**config.mk**
```make
export PLATFORM = sky130hd
export DESIGN_NAME = e1_ts0_alarm_monitor
export DESIGN_NICKNAME = d
export VERILOG_FILES = /design/src/e1ts0_pkg.sv /design/src/e1_ts0_alarm_monitor.sv
export SDC_FILE = /design/constraint.sdc
export NUM_CORES = 1
export LEC_CHECK = 0
export BUFFER_PORTS_ARGS = -buffer_cell sky130_fd_sc_hd__buf_2
export CORE_ASPECT_RATIO = 0.7
export CORE_MARGIN = 3
export CORE_UTILIZATION = 35
export DETAILED_ROUTE_END_ITERATION = 16
export GPL_TIMING_DRIVEN = 0
export PLACE_DENSITY = 0.64
export SYNTH_ARGS = -nofsm -noshare
export SYNTH_HDL_FRONTEND = slang
export SYNTH_SLANG_ARGS = --single-unit
```
**constraint.sdc**
```tcl
create_clock -name clk -period 4.15 [get_ports clk]
set_clock_uncertainty 0.15 [all_clocks]
set_input_delay 0.415 -clock clk [delete_from_list [all_inputs] [get_ports clk]]
set_output_delay 0.415 -clock clk [all_outputs]
set_load 0.05 [all_outputs]
```
**src/e1ts0_pkg.sv**
```systemverilog
// Shared constants and helper functions for the E1 timeslot-zero alarm monitor.
`default_nettype none

package e1ts0_pkg;

    localparam int unsigned BYTE_W  = 8;
    localparam int unsigned FRAME_W = 4;
    localparam int unsigned CNT_W   = 32;

    localparam logic [BYTE_W-1:0]  SA_FILL_MASK     = 8'he0;
    localparam int unsigned        ALARM_BIT_IDX    = 5;
    localparam int unsigned        EBIT_IDX         = 7;
    localparam logic [FRAME_W-1:0] FRAME_EBIT_FIRST = 4'd13;
    localparam logic [FRAME_W-1:0] FRAME_EBIT_LAST  = 4'd15;
    localparam logic [1:0]         EBIT_PAIR_GOOD   = 2'b11;

    typedef logic [BYTE_W-1:0]  byte_t;
    typedef logic [FRAME_W-1:0] frame_t;
    typedef logic [CNT_W-1:0]   cnt_t;

    // Sa8->7, Sa7->6, Sa5->5, Sa4->4, Sa6->0
    function automatic byte_t repack_sa(input byte_t b);
        byte_t r;
        r    = '0;
        r[7] = b[0];
        r[6] = b[1];
        r[0] = b[2];
        r[5] = b[3];
        r[4] = b[4];
        return r;
    endfunction

    function automatic cnt_t sat_inc(input cnt_t v);
        cnt_t r;
        r = (v == '1) ? v : v + cnt_t'(1);
        return r;
    endfunction

endpackage

`default_nettype wire

```
**src/e1_ts0_alarm_monitor.sv**
```systemverilog
// E1 timeslot-zero monitor: remote alarm, Sa bit change and E bit error tracking.
//
//   channel | direction | handshake          | beat contents
//   --------+-----------+--------------------+-------------------------------------------
//   in      | to block  | in_valid/in_stall  | ts0_byte, frame_number, clear_crc_error
//   out     | from block| out_valid/out_stall| events, sa_bits, flags, two 32-bit counters
//
// One input beat per clock while in_stall is low; a taken input passes through the
// input register, then the result register, before it appears on the out channel.
// State is updated when an item moves from the input register to the result
// register. rst_n clears all flags, counters, the E bit pair and the stored Sa octet.
// A stalled result register holds its beat, and the input register then fills and
// raises in_stall.
`default_nettype none

module e1_ts0_alarm_monitor
(
    input  wire logic                    clk,
    input  wire logic                    rst_n,

    input  wire logic                    in_valid,
    output logic                         in_stall,
    input  wire e1ts0_pkg::byte_t        ts0_byte,
    input  wire e1ts0_pkg::frame_t       frame_number,
    input  wire logic                    clear_crc_error,

    output logic                         out_valid,
    input  wire logic                    out_stall,
    output logic                         alarm_on_event,
    output logic                         alarm_off_event,
    output logic                         sa_changed_event,
    output e1ts0_pkg::byte_t             sa_bits,
    output logic                         ebit_error_event,
    output logic                         alarm_active,
    output logic                         crc_error_active,
    output e1ts0_pkg::cnt_t              alarm_count,
    output e1ts0_pkg::cnt_t              ebit_error_count
);

    import e1ts0_pkg::*;

    // input register
    logic   in_vld_reg;
    byte_t  byte_reg;
    frame_t frame_reg;
    logic   clr_reg;

    // block state
    logic       alarm_flag_reg,  alarm_flag_next;
    logic       crc_flag_reg,    crc_flag_next;
    byte_t      last_sa_reg,     last_sa_next;
    logic [1:0] ebit_pair_reg,   ebit_pair_next;
    cnt_t       alarm_cnt_reg,   alarm_cnt_next;
    cnt_t       ebit_cnt_reg,    ebit_cnt_next;

    // result register
    logic  out_vld_reg;
    logic  on_ev_reg,  on_ev_next;
    logic  off_ev_reg, off_ev_next;
    logic  sa_ev_reg,  sa_ev_next;
    byte_t sa_reg,     sa_next;
    logic  e_ev_reg,   e_ev_next;

    logic  advance;
    logic  in_take;
    logic  odd_frame;
    logic  alarm_bit;
    logic  ebit;
    byte_t filled;

    assign advance  = in_vld_reg && (!out_vld_reg || !out_stall);
    assign in_stall = in_vld_reg && !advance;
    assign in_take  = in_valid && !in_stall;

    always_comb
    begin
        odd_frame = frame_reg[0];
        alarm_bit = byte_reg[ALARM_BIT_IDX];
        ebit      = byte_reg[EBIT_IDX];
        filled    = byte_reg | SA_FILL_MASK;

        crc_flag_next   = clr_reg ? 1'b0 : crc_flag_reg;
        alarm_flag_next = alarm_flag_reg;
        alarm_cnt_next  = alarm_cnt_reg;
        last_sa_next    = last_sa_reg;
        ebit_pair_next  = ebit_pair_reg;
        ebit_cnt_next   = ebit_cnt_reg;
        on_ev_next      = 1'b0;
        off_ev_next     = 1'b0;
        sa_ev_next      = 1'b0;
        sa_next         = '0;
        e_ev_next       = 1'b0;

        if (odd_frame)
        begin
            on_ev_next      = alarm_bit && !alarm_flag_reg;
            off_ev_next     = !alarm_bit && alarm_flag_reg;
            alarm_flag_next = alarm_bit;
            if (on_ev_next)
            begin
                alarm_cnt_next = sat_inc(alarm_cnt_reg);
            end
            if (last_sa_reg != filled)
            begin
                sa_ev_next   = 1'b1;
                sa_next      = repack_sa(byte_reg);
                last_sa_next = filled;
            end
        end

        if (frame_reg == FRAME_EBIT_FIRST)
        begin
            ebit_pair_next = {ebit, 1'b0};
        end
        if (frame_reg == FRAME_EBIT_LAST)
        begin
            ebit_pair_next = ebit_pair_reg | {1'b0, ebit};
            if (ebit_pair_next != EBIT_PAIR_GOOD)
            begin
                e_ev_next     = 1'b1;
                crc_flag_next = 1'b1;
                ebit_cnt_next = sat_inc(ebit_cnt_reg);
            end
        end
    end

    always_ff @(posedge clk or negedge rst_n)
    begin
        if (!rst_n)
        begin
            in_vld_reg     <= 1'b0;
            out_vld_reg    <= 1'b0;
            alarm_flag_reg <= 1'b0;
            crc_flag_reg   <= 1'b0;
            last_sa_reg    <= '0;
            ebit_pair_reg  <= '0;
            alarm_cnt_reg  <= '0;
            ebit_cnt_reg   <= '0;
        end
        else
        begin
            if (in_take)
            begin
                in_vld_reg <= 1'b1;
            end
            else if (advance)
            begin
                in_vld_reg <= 1'b0;
            end

            if (advance)
            begin
                out_vld_reg    <= 1'b1;
                alarm_flag_reg <= alarm_flag_next;
                crc_flag_reg   <= crc_flag_next;
                last_sa_reg    <= last_sa_next;
                ebit_pair_reg  <= ebit_pair_next;
                alarm_cnt_reg  <= alarm_cnt_next;
                ebit_cnt_reg   <= ebit_cnt_next;
            end
            else if (!out_stall)
            begin
                out_vld_reg <= 1'b0;
            end
        end
    end

    always_ff @(posedge clk)
    begin
        if (in_take)
        begin
            byte_reg  <= ts0_byte;
            frame_reg <= frame_number;
            clr_reg   <= clear_crc_error;
        end
        if (advance)
        begin
            on_ev_reg  <= on_ev_next;
            off_ev_reg <= off_ev_next;
            sa_ev_reg  <= sa_ev_next;
            sa_reg     <= sa_next;
            e_ev_reg   <= e_ev_next;
        end
    end

    assign out_valid        = out_vld_reg;
    assign alarm_on_event   = on_ev_reg;
    assign alarm_off_event  = off_ev_reg;
    assign sa_changed_event = sa_ev_reg;
    assign sa_bits          = sa_reg;
    assign ebit_error_event = e_ev_reg;
    assign alarm_active     = alarm_flag_reg;
    assign crc_error_active = crc_flag_reg;
    assign alarm_count      = alarm_cnt_reg;
    assign ebit_error_count = ebit_cnt_reg;

    a_on_off_excl: assert property (@(posedge clk) disable iff (!rst_n)
        out_valid |-> !(alarm_on_event && alarm_off_event))
        else $error("alarm on and off in one beat");

    a_sa_zero: assert property (@(posedge clk) disable iff (!rst_n)
        (out_valid && !sa_changed_event) |-> (sa_bits == '0))
        else $error("sa_bits nonzero without change");

    a_ebit_sets_crc: assert property (@(posedge clk) disable iff (!rst_n)
        (out_valid && ebit_error_event) |-> crc_error_active)
        else $error("E bit error without CRC flag");

    a_on_sets_alarm: assert property (@(posedge clk) disable iff (!rst_n)
        (out_valid && alarm_on_event) |-> (alarm_active && alarm_count != '0))
        else $error("alarm onset without alarm flag or count");

endmodule

`default_nettype wire

```
==> impl_metrics.env <==
export IMPL_status="finished, final reports clean"
export IMPL_fmax_mhz=393
export IMPL_fp_dieArea_sq_um=14100
export IMPL_finalHoldViolations=0
export IMPL_final_setup_tns_ns=0
export IMPL_syn_inst=364
export IMPL_syn_avg_cell_area_sq_um=12.2
export IMPL_synth_top_family_by_area="simple AND/OR/NAND/NOR gates"
export IMPL_first_pass_iters=4
export IMPL_relSlewSlack_pct=48.6
export IMPL_synth_adder_area_share_pct=0.562
export IMPL_grt_overflow=0
export IMPL_worstPathRequired_ns=4.23
export IMPL_period_share_pct=61.3
export IMPL_final_max_slew_viol_count=0
export IMPL_ff_latch_area_sq_um=2530
export IMPL_postCtsHoldBufs=1
export IMPL_critPathCaptureType="register"
export IMPL_total_power_mw=2.26
export IMPL_grt_antenna_before_repair=0
export IMPL_drv_cap=0
export IMPL_hpwl_um=7220
export IMPL_pre_cts_slack_ns=1.49
export IMPL_final_core_util_pct=45.1
export IMPL_reg2reg_depth=6
export IMPL_drive_gt1_share_pct=29.2
export IMPL_startpoint_type="register"
export IMPL_worstReg2RegStart="out_valid"
export IMPL_whs_endpoint="byte_reg[1]"
export IMPL_multi_input_comb_area_sq_um=1850
export IMPL_leakagePower_nw=2.54
export IMPL_grt_pass1_wl_um=16100
export IMPL_synth_area_mux_share_pct=2.27
export IMPL_cts_max_path_buffers=2
export IMPL_cts_sinks=97
export IMPL_yosysUniqueCellTypes=49
export IMPL_netlist_area_sq_um=4460
export IMPL_synth_top_cell_by_area="dfrtp_1"
export IMPL_first_iter_violations=179
export IMPL_routed_via_count=3159
export IMPL_async_reset_ff_share_pct=78.4
export IMPL_initial_utilization_pct=37.0
export IMPL_p_per_area_nw_per_um2=417
export IMPL_cp_cell_sequence="a21boi_4 > nand3_2 > a31oi_4 > buf_2 > nand4_1 > xnor2_1"
export IMPL_grt_max_degree=64
export IMPL_clk_pin_slew_ns=0.07
export IMPL_r2r_slack_ns=1.61
export IMPL_placed_area_sq_um=5150
export IMPL_synth_edf_count=21
export IMPL_r2r_end="ebit_error_count[31]"
export IMPL_clkLatencyLatePin_ns=0.34
export IMPL_min_path_cells=1
export IMPL_fin_crit_ns=2.54
export IMPL_min_from="ts0_byte[1]"
export IMPL_cts_setup_buffers=0
export IMPL_cp_slowest_stage_delay_ns=0.51
export IMPL_postCtsResizedCells=0
export IMPL_numCtsBuffers=9
export IMPL_antenna_cells=0
export IMPL_drc=0
export IMPL_layout_cells_most_common_list="buf_2, dfrtp_1, xnor2_1"
export IMPL_via_per_inst=4.99
export IMPL_syn_to_final_growth_pct=22.0
export IMPL_portBuffers=92
export IMPL_cp_slowest_cell="a21boi_4"
export IMPL_layout_commonest_cell="buf_2"
export IMPL_cp_max_fo=17
export IMPL_fin_ws_ns=1.61
export IMPL_track_usage_pct=14.3
export IMPL_nNetsFinal=490
export IMPL_htreeDepth=3
export IMPL_worstHoldPathType="input pin to register"
export IMPL_synth_compound_area_share_pct=2.75
export IMPL_cts_root_buf="clkbuf_16"
export IMPL_yosys_area_top_type_share_pct=42.7
export IMPL_die_h_um=100
export IMPL_wl_per_cell_um=15.4
export IMPL_path_class="register to register"
export IMPL_worst_slew_pin_slew_ns=0.764
export IMPL_setup_violations=0
export IMPL_rows=33
export IMPL_wirelength_um=9770
export IMPL_grt_pass1_vias=3106
export IMPL_synthFlopType="dfrtp_1"
export IMPL_cts_tree="built"
export IMPL_n_fill_cell=1147
export IMPL_fp_dieW_um=141
export IMPL_ys_seq_elements=97
export IMPL_arrival_ns=2.63
export IMPL_peakVddDrop_v=0.000381
export IMPL_yosys_area_share_simple_pct=22.9
export IMPL_crit_start="out_valid"
export IMPL_synthXorXnorAreaFrac_pct=12.8
export IMPL_final_cell_area_sq_um=5440
export IMPL_ys_seq_area_share_pct=56.8
export IMPL_place_congestion=0.820
export IMPL_yosysWarnings=0
export IMPL_netlist_top_cells_area="dfrtp_1, edfxtp_1, xnor2_1"
export IMPL_grt_setup_unrepaired="false"
export IMPL_top_level_ports=97
export IMPL_core_sq_um=12100
export IMPL_ant_nets=0
==> Yosys cell counts, types with 2 or more instances <==
master,count
a21oi_1,4
and2_1,12
and3_1,11
and4_1,5
buf_4,3
buf_6,2
dfrtp_1,76
edfxtp_1,21
ha_1,2
inv_1,7
mux2_1,5
mux2_2,4
nand2_1,29
nand2b_1,3
nand3_1,25
nand4_1,29
nand4_2,2
nand4b_2,2
nor2_1,15
nor3_1,6
nor3_2,4
nor4_1,4
nor4_2,3
nor4_4,2
xnor2_1,47
xor2_1,18
==> how the worst max path moves through the flow <==
stage / end / slack, ns
2_1_floorplan: ebit_error_count[17] / 1.78
3_3_place_gp: ebit_error_count[31] / 1.51
3_5_place_dp: ebit_error_count[31] / 1.49
4_1_cts: ebit_error_count[31] / 1.59
5_1_grt: ebit_error_count[25] / 1.45
6_report: ebit_error_count[31] / 1.61
==> cell type report <==
class	count	area share [%]
multi-input cells	255	34.0
inverters	7	0.483
plain buffers	7	0.990
flip-flops and latches	97	46.6
clock buffers	9	4.14
clock inverters	7	0.944
well taps	157	3.61
repair buffers	94	9.21
==> cell families (layout without fill, tap and decap cells) <==
family,count (synthesis),after routing
other cells,1,3
buf+inv,14,124
simple gates,163,163
compound gates,13,13
mux,9,9
flops,97,97
fa+ha+maj,2,2
xor+xnor,65,65
==> critical path: cells and delay by family (launching register included) <==
kind            cells  cell delay (ns)
flops               1             0.44
compound gates      2             0.93
xor+xnor            1             0.16
buf+inv             1             0.34
simple gates        2             0.41
==> per-stage QoR <==
step	hold WS [ns]	std cells
2_1_floorplan	-0.0306	366
3_3_place_gp	0.305	615
3_5_place_dp	0.135	616
4_1_cts	0.0795	633
5_1_grt	0.0757	633
6_report	0.0933	633
==> per-layer routing <==
metal	GRT usage (%)	vias up	wire, um
li1	-	1511	-
met1	20.8	1554	4890
met2	21.0	88	4260
met3	4.19	6	548
met4	3.50	0	68
met5	0	-	0
==> power by group <==
| group | switching (mW) | leakage, nW | internal (mW) | total (mW) |
|---|---|---|---|---|
| logic | 0.260 | 1.19 | 0.101 | 0.360 |
| clock network | 0.378 | 0.134 | 0.411 | 0.790 |
| registers | 0.0682 | 1.22 | 1.05 | 1.11 |
No activity file was read; power rests on OpenSTA's default activity.
